### src/rtl/cpid_pkg.sv
`timescale 1ns / 1ps
package cpid_pkg;
	localparam int GAIN_W = 28;
	localparam int SIG_W  = 24;
	localparam int ERR_W  = 26;
	localparam int OPD_W  = 27;
	localparam int ACC_W  = 58;
	localparam int DRV_W  = 16;
	localparam int CNT_W  = 5;
	localparam int IDX_W  = 3;
	localparam int MODE_W = 2;

	localparam int WRAP_LIMIT  = 46054;
	localparam int FULL_TURN   = 92160;
	localparam int INTEG_LIMIT = 6400000;
	localparam int TIGHT_INTEG = 2560000;
	localparam int OUT_LIMIT   = 30000;
	localparam int TIGHT_LIMIT = 10000;

	localparam logic [IDX_W-1:0] REG_OUTER_KP  = 3'd0;
	localparam logic [IDX_W-1:0] REG_OUTER_KI  = 3'd1;
	localparam logic [IDX_W-1:0] REG_OUTER_KD  = 3'd2;
	localparam logic [IDX_W-1:0] REG_INNER_KP  = 3'd3;
	localparam logic [IDX_W-1:0] REG_INNER_KI  = 3'd4;
	localparam logic [IDX_W-1:0] REG_INNER_KD  = 3'd5;
	localparam logic [IDX_W-1:0] REG_LOOP_MODE = 3'd6;

	localparam logic [MODE_W-1:0] MODE_PLAIN = 2'd0;
	localparam logic [MODE_W-1:0] MODE_WRAP  = 2'd1;
	localparam logic [MODE_W-1:0] MODE_TIGHT = 2'd2;
	localparam logic [MODE_W-1:0] MODE_SPARE = 2'd3;

	typedef struct packed {
		logic start;
		logic clear;
	} mac_ctrl_t;

	typedef struct packed {
		logic busy;
		logic done;
	} mac_stat_t;
endpackage

### src/rtl/cpid_if.sv
`timescale 1ns / 1ps
interface cpid_in_if import cpid_pkg::*; ();
	logic valid;
	logic ready;
	logic signed [SIG_W-1:0] target_angle;
	logic signed [SIG_W-1:0] measured_angle;
	logic signed [SIG_W-1:0] measured_rate;
	modport source (output valid, target_angle, measured_angle, measured_rate, input ready);
	modport sink (input valid, target_angle, measured_angle, measured_rate, output ready);
endinterface

interface cpid_out_if import cpid_pkg::*; ();
	logic valid;
	logic ready;
	logic signed [SIG_W-1:0] rate_command;
	logic signed [DRV_W-1:0] drive;
	modport source (output valid, rate_command, drive, input ready);
	modport sink (input valid, rate_command, drive, output ready);
endinterface

interface cpid_cfg_if import cpid_pkg::*; ();
	logic valid;
	logic ready;
	logic [IDX_W-1:0] index;
	logic [GAIN_W-1:0] data;
	modport source (output valid, index, data, input ready);
	modport sink (input valid, index, data, output ready);
endinterface

### src/rtl/cascaded_angle_rate_pid_core.sv
`timescale 1ns / 1ps
// Channel   Dir  Payload                                      Beat when
// cmd_in    in   target_angle, measured_angle, measured_rate  valid && ready
// res_out   out  rate_command, drive                          valid && ready
// cfg       in   index (register), data                       valid && ready
//
// A tick from input beat to result is six serial products (one gain bit per
// cycle in the shared MAC) plus sequencing.
// Reset clears gains, mode, integrals and last errors.
// A result waits in the output register; the next input beat is taken while
// it waits, and a finished tick holds until that register is free.
module cascaded_angle_rate_pid_core import cpid_pkg::*; (
	input  logic clk,
	input  logic arst_n,
	cpid_in_if.sink    cmd_in,
	cpid_out_if.source res_out,
	cpid_cfg_if.sink   cfg
);
	localparam logic [2:0] S_IDLE = 3'd0;
	localparam logic [2:0] S_OERR = 3'd1;
	localparam logic [2:0] S_IERR = 3'd2;
	localparam logic [2:0] S_LOAD = 3'd3;
	localparam logic [2:0] S_WAIT = 3'd4;
	localparam logic [2:0] S_SAT  = 3'd5;
	localparam logic [2:0] S_OUT  = 3'd6;

	localparam logic [1:0] TERM_P = 2'd0;
	localparam logic [1:0] TERM_I = 2'd1;
	localparam logic [1:0] TERM_D = 2'd2;

	localparam logic signed [ACC_W-1:0] OUT_LIM_Q24   = ACC_W'(OUT_LIMIT) << 24;
	localparam logic signed [ACC_W-1:0] TIGHT_LIM_Q24 = ACC_W'(TIGHT_LIMIT) << 24;

	logic [2:0] state_q;
	logic [1:0] term_q;
	logic       inner_q;

	// configuration
	logic [GAIN_W-1:0] okp_q, oki_q, okd_q, ikp_q, iki_q, ikd_q;
	logic [MODE_W-1:0] mode_q;

	// tick working set
	logic signed [SIG_W-1:0] tgt_q, ang_q, rate_q;
	logic signed [ERR_W-1:0] err_q;
	logic signed [SIG_W-1:0] cmd_q;
	logic signed [DRV_W-1:0] drv_q;

	// loop state
	logic signed [SIG_W-1:0] ointeg_q, iinteg_q;
	logic signed [ERR_W-1:0] olast_q, ilast_q;

	// output register
	logic                    out_valid_q;
	logic signed [SIG_W-1:0] out_cmd_q;
	logic signed [DRV_W-1:0] out_drv_q;

	logic tight, wrap_en;
	assign tight   = (mode_q == MODE_TIGHT);
	assign wrap_en = (mode_q == MODE_WRAP)
		&& (tgt_q <= SIG_W'(WRAP_LIMIT)) && (tgt_q >= -SIG_W'(WRAP_LIMIT));

	// outer error with optional fold by a full turn
	logic signed [ERR_W-1:0] oerr_raw, oerr;
	always_comb begin
		oerr_raw = ERR_W'(tgt_q) - ERR_W'(ang_q);
		oerr = oerr_raw;
		if (wrap_en) begin
			if (oerr_raw > ERR_W'(WRAP_LIMIT))
				oerr = oerr_raw - ERR_W'(FULL_TURN);
			else if (oerr_raw < -ERR_W'(WRAP_LIMIT))
				oerr = oerr_raw + ERR_W'(FULL_TURN);
		end
	end

	logic signed [ERR_W-1:0] ierr;
	assign ierr = ERR_W'(cmd_q) - ERR_W'(rate_q);

	// integral update; one shared adder/clamp for both loops
	logic signed [ERR_W-1:0] integ_err;
	logic signed [SIG_W-1:0] integ_old, integ_new;
	logic signed [OPD_W-1:0] integ_sum, integ_lim;
	always_comb begin
		integ_err = (state_q == S_OERR) ? oerr : ierr;
		integ_old = (state_q == S_OERR) ? ointeg_q : iinteg_q;
		integ_lim = (state_q == S_IERR && tight) ? OPD_W'(TIGHT_INTEG) : OPD_W'(INTEG_LIMIT);
		integ_sum = OPD_W'(integ_old) + OPD_W'(integ_err);
		if (integ_sum > integ_lim)
			integ_new = SIG_W'(integ_lim);
		else if (integ_sum < -integ_lim)
			integ_new = SIG_W'(-integ_lim);
		else
			integ_new = integ_sum[SIG_W-1:0];
	end

	// MAC operand/gain select per term: p, i, d
	logic signed [SIG_W-1:0] cur_integ;
	logic signed [ERR_W-1:0] cur_last;
	logic signed [OPD_W-1:0] mac_opd;
	logic [GAIN_W-1:0]       mac_gain;
	always_comb begin
		cur_integ = inner_q ? iinteg_q : ointeg_q;
		cur_last  = inner_q ? ilast_q : olast_q;
		case (term_q)
			TERM_P: begin
				mac_opd  = OPD_W'(err_q);
				mac_gain = inner_q ? ikp_q : okp_q;
			end
			TERM_I: begin
				mac_opd  = OPD_W'(cur_integ);
				mac_gain = inner_q ? iki_q : oki_q;
			end
			default: begin
				mac_opd  = OPD_W'(err_q) - OPD_W'(cur_last);
				mac_gain = inner_q ? ikd_q : okd_q;
			end
		endcase
	end

	mac_ctrl_t               mac_ctrl;
	mac_stat_t               mac_st;
	logic signed [ACC_W-1:0] mac_acc;
	assign mac_ctrl.start = (state_q == S_LOAD);
	assign mac_ctrl.clear = (term_q == TERM_P);

	cpid_mac u_mac (
		.clk     (clk),
		.arst_n  (arst_n),
		.ctrl    (mac_ctrl),
		.gain    (mac_gain),
		.operand (mac_opd),
		.stat    (mac_st),
		.acc     (mac_acc)
	);

	// output saturation and truncation toward zero
	logic signed [ACC_W-1:0] lim, sat, cmd_sh, drv_sh;
	always_comb begin
		lim = tight ? TIGHT_LIM_Q24 : OUT_LIM_Q24;
		if (mac_acc > lim)
			sat = lim;
		else if (mac_acc < -lim)
			sat = -lim;
		else
			sat = mac_acc;
		cmd_sh = sat[ACC_W-1] ? ((sat + ACC_W'(16'hFFFF)) >>> 16) : (sat >>> 16);
		drv_sh = sat[ACC_W-1] ? ((sat + ACC_W'(24'hFFFFFF)) >>> 24) : (sat >>> 24);
	end

	logic in_beat, out_beat, out_load;
	assign cmd_in.ready = (state_q == S_IDLE);
	assign in_beat  = cmd_in.valid && cmd_in.ready;
	assign out_beat = res_out.valid && res_out.ready;
	assign out_load = (state_q == S_OUT) && (!out_valid_q || res_out.ready);
	assign cfg.ready = 1'b1;

	always_ff @(posedge clk or negedge arst_n) begin
		if (!arst_n) begin
			okp_q <= '0; oki_q <= '0; okd_q <= '0;
			ikp_q <= '0; iki_q <= '0; ikd_q <= '0;
			mode_q <= '0;
		end else if (cfg.valid && cfg.ready) begin
			unique case (cfg.index)
				REG_OUTER_KP:  okp_q  <= cfg.data;
				REG_OUTER_KI:  oki_q  <= cfg.data;
				REG_OUTER_KD:  okd_q  <= cfg.data;
				REG_INNER_KP:  ikp_q  <= cfg.data;
				REG_INNER_KI:  iki_q  <= cfg.data;
				REG_INNER_KD:  ikd_q  <= cfg.data;
				REG_LOOP_MODE: mode_q <= cfg.data[MODE_W-1:0];
				default: ;
			endcase
		end
	end

	always_ff @(posedge clk or negedge arst_n) begin
		if (!arst_n) begin
			state_q     <= S_IDLE;
			term_q      <= '0;
			inner_q     <= 1'b0;
			ointeg_q    <= '0;
			iinteg_q    <= '0;
			olast_q     <= '0;
			ilast_q     <= '0;
			out_valid_q <= 1'b0;
		end else begin
			// a new result may replace one leaving in the same cycle
			if (out_load)
				out_valid_q <= 1'b1;
			else if (out_beat)
				out_valid_q <= 1'b0;
			unique case (state_q)
				S_IDLE: if (in_beat) state_q <= S_OERR;
				S_OERR: begin
					ointeg_q <= integ_new;
					inner_q  <= 1'b0;
					term_q   <= TERM_P;
					state_q  <= S_LOAD;
				end
				S_IERR: begin
					iinteg_q <= integ_new;
					inner_q  <= 1'b1;
					term_q   <= TERM_P;
					state_q  <= S_LOAD;
				end
				S_LOAD: state_q <= S_WAIT;
				S_WAIT: if (mac_st.done) begin
					if (term_q == TERM_D) begin
						state_q <= S_SAT;
					end else begin
						term_q  <= term_q + 1'b1;
						state_q <= S_LOAD;
					end
				end
				S_SAT: begin
					if (inner_q) begin
						ilast_q <= err_q;
						state_q <= S_OUT;
					end else begin
						olast_q <= err_q;
						state_q <= S_IERR;
					end
				end
				S_OUT: if (out_load) state_q <= S_IDLE;
				default: state_q <= S_IDLE;
			endcase
		end
	end

	// payload registers
	always_ff @(posedge clk) begin
		if (in_beat) begin
			tgt_q  <= cmd_in.target_angle;
			ang_q  <= cmd_in.measured_angle;
			rate_q <= cmd_in.measured_rate;
		end
		if (state_q == S_OERR)
			err_q <= oerr;
		if (state_q == S_IERR)
			err_q <= ierr;
		if (state_q == S_SAT) begin
			if (inner_q)
				drv_q <= drv_sh[DRV_W-1:0];
			else
				cmd_q <= cmd_sh[SIG_W-1:0];
		end
		if (out_load) begin
			out_cmd_q <= cmd_q;
			out_drv_q <= drv_q;
		end
	end

	assign res_out.valid        = out_valid_q;
	assign res_out.rate_command = out_cmd_q;
	assign res_out.drive        = out_drv_q;

	a_mac_done_in_wait: assert property (@(posedge clk) disable iff (!arst_n)
		mac_st.done |-> (state_q == S_WAIT))
		else $error("MAC finished outside wait state");
	a_mac_busy_in_wait: assert property (@(posedge clk) disable iff (!arst_n)
		mac_st.busy |-> (state_q == S_WAIT))
		else $error("MAC running outside wait state");
	a_one_tick: assert property (@(posedge clk) disable iff (!arst_n)
		in_beat |=> !cmd_in.ready)
		else $error("input taken while tick in flight");
	a_integ_range: assert property (@(posedge clk) disable iff (!arst_n)
		(ointeg_q <= SIG_W'(INTEG_LIMIT)) && (ointeg_q >= -SIG_W'(INTEG_LIMIT))
		&& (iinteg_q <= SIG_W'(INTEG_LIMIT)) && (iinteg_q >= -SIG_W'(INTEG_LIMIT)))
		else $error("integral out of range");
	a_drive_range: assert property (@(posedge clk) disable iff (!arst_n)
		res_out.valid |-> (res_out.drive <= DRV_W'(OUT_LIMIT))
		&& (res_out.drive >= -DRV_W'(OUT_LIMIT)))
		else $error("drive out of range");
endmodule

### src/rtl/cpid_mac.sv
`timescale 1ns / 1ps
// Bit-serial multiply-accumulate: one gain bit per cycle, shift-add into acc.
module cpid_mac import cpid_pkg::*; (
	input  logic                     clk,
	input  logic                     arst_n,
	input  mac_ctrl_t                ctrl,
	input  logic [GAIN_W-1:0]        gain,
	input  logic signed [OPD_W-1:0]  operand,
	output mac_stat_t                stat,
	output logic signed [ACC_W-1:0]  acc
);
	logic [GAIN_W-1:0]       g_q;
	logic signed [ACC_W-1:0] m_q;
	logic signed [ACC_W-1:0] acc_q;
	logic [CNT_W-1:0]        cnt_q;
	logic                    busy_q;
	logic                    done_q;

	always_ff @(posedge clk or negedge arst_n) begin
		if (!arst_n) begin
			busy_q <= 1'b0;
			done_q <= 1'b0;
			cnt_q  <= '0;
		end else begin
			done_q <= 1'b0;
			if (ctrl.start) begin
				busy_q <= 1'b1;
				cnt_q  <= '0;
			end else if (busy_q) begin
				cnt_q <= cnt_q + 1'b1;
				if (cnt_q == CNT_W'(GAIN_W - 1)) begin
					busy_q <= 1'b0;
					done_q <= 1'b1;
				end
			end
		end
	end

	always_ff @(posedge clk) begin
		if (ctrl.start) begin
			g_q <= gain;
			m_q <= ACC_W'(operand);
			if (ctrl.clear)
				acc_q <= '0;
		end else if (busy_q) begin
			if (g_q[0])
				acc_q <= acc_q + m_q;
			g_q <= g_q >> 1;
			m_q <= m_q <<< 1;
		end
	end

	assign stat.busy = busy_q;
	assign stat.done = done_q;
	assign acc       = acc_q;
endmodule

### src/flat_wrapper.sv
// flat-port wrapper written by rule: the top's interface ports become plain ports
module cascaded_angle_rate_pid_core_flat import cpid_pkg::*;
  (clk, arst_n, cmd_in_valid, cmd_in_target_angle, cmd_in_measured_angle, cmd_in_measured_rate, cmd_in_ready, res_out_valid, res_out_rate_command, res_out_drive, res_out_ready, cfg_valid, cfg_index, cfg_data, cfg_ready);
  cpid_in_if cmd_in_i ();
  cpid_out_if res_out_i ();
  cpid_cfg_if cfg_i ();
  input  logic clk;
  input  logic arst_n;
  input wire logic [$bits(cmd_in_i.valid)-1:0] cmd_in_valid;
  input wire logic [$bits(cmd_in_i.target_angle)-1:0] cmd_in_target_angle;
  input wire logic [$bits(cmd_in_i.measured_angle)-1:0] cmd_in_measured_angle;
  input wire logic [$bits(cmd_in_i.measured_rate)-1:0] cmd_in_measured_rate;
  output wire logic [$bits(cmd_in_i.ready)-1:0] cmd_in_ready;
  output wire logic [$bits(res_out_i.valid)-1:0] res_out_valid;
  output wire logic [$bits(res_out_i.rate_command)-1:0] res_out_rate_command;
  output wire logic [$bits(res_out_i.drive)-1:0] res_out_drive;
  input wire logic [$bits(res_out_i.ready)-1:0] res_out_ready;
  input wire logic [$bits(cfg_i.valid)-1:0] cfg_valid;
  input wire logic [$bits(cfg_i.index)-1:0] cfg_index;
  input wire logic [$bits(cfg_i.data)-1:0] cfg_data;
  output wire logic [$bits(cfg_i.ready)-1:0] cfg_ready;
  assign cmd_in_i.valid = cmd_in_valid;
  assign cmd_in_i.target_angle = cmd_in_target_angle;
  assign cmd_in_i.measured_angle = cmd_in_measured_angle;
  assign cmd_in_i.measured_rate = cmd_in_measured_rate;
  assign cmd_in_ready = cmd_in_i.ready;
  assign res_out_valid = res_out_i.valid;
  assign res_out_rate_command = res_out_i.rate_command;
  assign res_out_drive = res_out_i.drive;
  assign res_out_i.ready = res_out_ready;
  assign cfg_i.valid = cfg_valid;
  assign cfg_i.index = cfg_index;
  assign cfg_i.data = cfg_data;
  assign cfg_ready = cfg_i.ready;
  cascaded_angle_rate_pid_core u_core (.clk(clk), .arst_n(arst_n), .cmd_in(cmd_in_i), .res_out(res_out_i), .cfg(cfg_i));
endmodule
### config.mk
export PLATFORM = sky130hd
export DESIGN_NAME = cascaded_angle_rate_pid_core_flat
export DESIGN_NICKNAME = d
export VERILOG_FILES = /design/src/rtl/cpid_pkg.sv /design/src/rtl/cpid_if.sv /design/src/rtl/cascaded_angle_rate_pid_core.sv /design/src/rtl/cpid_mac.sv /design/src/flat_wrapper.sv
export SDC_FILE = /design/constraint.sdc
export NUM_CORES = 1
export LEC_CHECK = 0
export BUFFER_PORTS_ARGS = -buffer_cell sky130_fd_sc_hd__buf_2
export CAP_MARGIN = 25
export CORE_MARGIN = 2
export CORE_UTILIZATION = 50
export DETAILED_ROUTE_END_ITERATION = 6
export MAX_ROUTING_LAYER = met4
export PLACE_DENSITY = 0.78
export SYNTH_ARGS = -nofsm -noshare
export SYNTH_HDL_FRONTEND = slang
export SYNTH_SLANG_ARGS = --single-unit
export TNS_END_PERCENT = 10
### constraint.sdc
create_clock -name clk -period 7.6 [get_ports clk]
set_clock_uncertainty 0.05 [all_clocks]
set_input_delay 1.52 -clock clk [delete_from_list [all_inputs] [get_ports clk]]
set_output_delay 1.52 -clock clk [all_outputs]
set_load 0.02 [all_outputs]
==> results.md <==
Cells and area:
- The number of cells in the finished layout apart from fillers is 4696.
- In the final layout, the share of cells above drive strength 1 is 0.212.
- After the last flow step, the layout net total stands at ~4k.
- The area of all placed cells without fillers is approximately 41000 µm².
- From synthesis to final layout, the design area changed by 16.1%.

Timing:
- For the final routed database, the setup TNS stands at 0 ns.
- Across all hold checks on the routed design, the worst slack comes to 0.369 ns.
- For this run, the top clock speed supported by timing is between 100 and 150 MHz.
- The final setup violation count is 0.
- The number of max-slew violations in the final report is 0.
- The shortest clock period the worst path allows after layout is 7.42 ns.
- The period utilization is 0.977.
- The setup slack of the critical path after layout is 0.176 ns.
- Setup repair after global routing could not meet its margin everywhere.
- The remaining max-slew budget at the tightest pin is 0.355.
- The hold violation total from the final report is 0.
- The pin slew with the least headroom to its limit is between 0.9 and 1 ns.

Logic synthesis:
- The top cell type's share of synthesized area is 0.271.
- The gate count after technology mapping is 3467.
- For this run, the register share of the synthesized area comes to 0.470.
- The largest family of logic cells by synthesized area is compound AO/OA/AOI/OAI gates.
- By count the netlist is led by sky130_fd_sc_hd__nand2_1 (413), sky130_fd_sc_hd__edfxtp_1 (322), sky130_fd_sc_hd__dfrtp_1 (284).
- The post-synthesis mux area share is 0.0828.
- Yosys printed 0 warnings.
- Ranked by total cell area, the synthesized netlist is headed by sky130_fd_sc_hd__edfxtp_1 (27%), sky130_fd_sc_hd__dfrtp_1 (20%), sky130_fd_sc_hd__mux2_2 (7.2%), sky130_fd_sc_hd__ha_1 (6.6%), sky130_fd_sc_hd__nand2_1 (4.3%).
- Each instance of the synthesized netlist takes up on average between 10 and 15 µm².
- The area share of fa/ha/maj cells after synthesis is 0.0687.
- Of the total synthesized cell area, the portion taken by AND, OR, NAND and NOR gates is 0.137.
- The synthesized design contains 606 register bits.
- Among all cell types in the netlist, the one instantiated most often is sky130_fd_sc_hd__nand2_1.
- The synthesized netlist net count is 3768.
- The number of enable flip-flop cells after synthesis is 322.
- Summing every instance area after synthesis gives 35700 µm².
- The cell type with the largest total area after synthesis is sky130_fd_sc_hd__edfxtp_1.
- Of the total synthesized cell area, the portion taken by XOR and XNOR cells is 0.0387.
- After synthesis, the netlist uses 88 different library cells.
- Of all flip-flops after synthesis, the portion carrying an async set or reset was 0.469.
- The fraction of the mapped netlist area in compound gates is 0.170.
- The main flop type after synthesis is sky130_fd_sc_hd__edfxtp_1.

Routing:
- In this run, the number of DRC markers left after iteration 0 of detailed routing was 2779.
- The number of remaining DRC errors is 1.
- In this run the remaining antenna-violating nets after routing total 0.
- After detailed routing, the number of vias per cell comes to approximately 6.
- The number of vias in the routed layout is 28.5k.
- The detailed-route wire length per cell is 20.4 µm.
- The number of iterations in the first detailed-routing pass is 7.
- The total wirelength of the detailed-routed design is ~96 mm.

Placed design:
- The port buffer count is around 150.
- The half-perimeter wire length of the detailed placement result is 65.8 mm.
- The worst setup slack before clock tree synthesis is -0.326 ns.
- Routability-driven placement finished with a final weighted congestion of 0.949.
- The placed cell area is 38300 µm².
- The number of cells in the design after placement is 4546.

Clock network:
- The hold-fix buffer count after cts is 0.
- Clock latency on the worst-skew pair, taken at its later pin, is 0.65 ns.
- The clock-pin transition on the worst setup and hold timing paths is 0.06 ns.
- The root buffer selected by CTS is sky130_fd_sc_hd__clkbuf_16.
- The clock tree synthesis step divided the H-tree into 3 levels.
- The CTS tree is done.
- The number of CTS-inserted buffers is 68.
- Clock tree synthesis found a total of approximately 600 sinks.
- The worst-case clock buffer depth is 3.

Worst setup path:
- The endpoint required time on the critical path is 8.09 ns.
- The most common cell type on the critical path is sky130_fd_sc_hd__ha_4.
- The critical path is of the flip-flop to flip-flop type.
- On the worst path, the slowest cell contributes a delay of 0.43 ns.
- The endpoint identified for the worst register-to-register timing path is u_core.ointeg_q[8].
- The worst setup path is launched from a flip-flop.
- The endpoint arrival time on the critical path is 7.91 ns.
- In this run the critical register-to-register path is launched from u_core.tgt_q[0].
- In this run the worst path has a maximum fanout of 9.
- On the critical path the largest part of the delay comes from simple AND/OR/NAND/NOR gates.
- Among all stages on the critical path, the largest delay is contributed by sky130_fd_sc_hd__or4_4.
- The number of buffers and inverters on the critical path is 2.
- STA classifies the critical path endpoint as a flip-flop.
- For flop-to-flop paths, the worst setup slack is around 0.18 ns.
- The number of cells on the worst reg-to-reg path is 36.

Pwr:
- The worst-case vdd ir drop is 0.255 mV.
- The ratio of total power to cell area is between 200 and 250 nW/µm².
- The leakage power is between 0.015 and 0.02 µW.

Global routing:
- Entering global routing, the biggest net connects 75 pins.
- The number of antenna violations at the first check in global routing is 3.
- The global-route usage over all layers is 0.260.
- The remaining global-route overflow is 0.
- The number of global-route vias before repair came to 27.5k.
- The first global-routing pass estimated 150 mm of wire.

Floorplan:
- 151 I/O pins were placed.
- The y dimension of the die is 271 µm.
- The die covers 73600 µm².
- The initial utilization of the core area, before any placement, comes to 0.502.
- The core area is between 70000 and 80000 µm².
- The width of the die is 271 µm.
- In this run the core area contains 98 standard-cell rows.

Run status:
- The final reports fail on DRC.
- The run finished, with violations left.

Min path:
- Counting instances, the worst hold path has a depth of 0.
- The terminating pin of the worst hold path is u_core.res_out.drive[11].
- The type of the worst min-delay path is flip-flop to flip-flop.
- The startpoint of the worst hold path is u_core.drv_q[11].

Job:
- The tool flagged a number of max-cap violations equal to 0.
## cell families after synthesis
logic type | after synthesis
other | 1
XOR/XNOR | 158
adder cells (fa/ha/maj) | 193
multiplexers | 267
AND/OR/NAND/NOR | 1043
flip-flops | 606
buffers and inverters | 309
AO/OA/AOI/OAI | 890
## metrics by stage
step,total power (µW),util
global placement,5910,0.539
finish,9600,0.583
CTS,9620,0.575
detailed placement,5980,0.539
floorplan,5500,-
global route,10000,0.583
## layout make-up
type	count	area, µm²
Fill cell	5759	29600
Multi-Input combinational cell	2552	18300
Sequential cell	606	16800
Timing Repair Buffer	341	2230
Clock buffer	83	1810
Tap cell	950	1190
Clock inverter	40	706
Inverter	122	458
Antenna cell	2	5.00
## sequential cells by signal, summed over array words and instances, names as in the netlist, 26 cells and up
signal            flops
u_core.u_mac.acc     58
u_core.u_mac.m_q     58
u_core.ikd_q         28
u_core.iki_q         28
u_core.ikp_q         28
u_core.okd_q         28
u_core.oki_q         28
u_core.okp_q         28
u_core.u_mac.g_q     28
u_core.err_q         26
u_core.ilast_q       26
u_core.olast_q       26
## per-layer routing
| layer | vias to the layer above | GRT usage | wire length, µm |
|---|---|---|---|
| li1 | 13300 | - | - |
| met1 | 14100 | 0.344 | 41200 |
| met2 | 986 | 0.416 | 45700 |
| met3 | 168 | 0.0357 | 6080 |
| met4 | 0 | 0.0827 | 2740 |
| met5 | - | - | 0 |
## report_power, final
part | switching (µW) | internal, µW | total [µW] | leakage (µW)
logic | 952 | 783 | 1740 | 0.00981
registers | 321 | 3910 | 4230 | 0.00673
clock network | 1460 | 2180 | 3640 | 0.00121
## how the worst max path moves through the flow
| stage | start | to | slack, ns | cells after the start |
|---|---|---|---|---|
| 2_1_floorplan | u_core.tgt_q[4] | u_core.ointeg_q[11] | 0.02 | 37 |
| 3_3_place_gp | u_core.ang_q[0] | u_core.iinteg_q[15] | -0.19 | 34 |
| 3_5_place_dp | u_core.ang_q[0] | u_core.ointeg_q[1] | -0.33 | 34 |
| 4_1_cts | u_core.tgt_q[0] | u_core.ointeg_q[1] | 0.002 | 36 |
| 5_1_grt | u_core.tgt_q[0] | u_core.ointeg_q[12] | -0.24 | 37 |
| 6_report | u_core.tgt_q[0] | u_core.ointeg_q[8] | 0.18 | 36 |
## cell usage in the layout (no fill, tap or decap), drive strengths merged, types with 11 or more instances in the layout
cell type and n:
nand3 68, nor2 236, a211oi 45, clkinv 22, xor2 69, a311oi 35
ha 188, o21a 58, bufinv 13, nand2b 30, or2 14, or3 21
o22ai 11, o21bai 26, a21o 105, inv 124, nor4 24, a22oi 39
dfrtp 284, nor2b 30, o21ai 168, nand2 413, mux2 229, o31ai 23
nor3 60, and3 32, o211ai 18, clkbuf 83, a21oi 169, and2 20
edfxtp 322, mux2i 38, nor3b 15, a221oi 24, a22o 32, nand4 38
buf 341, a21boi 13, xnor2 89, a31oi 30
## what timing repair did
item	4_1_cts	5_1_grt
gates cloned	0	1
pin swaps	3	53
buffers inserted	1	23
setup endpoints to repair	40	46
gates resized for setup	8	96
Power figures use the tool's default switching activity.
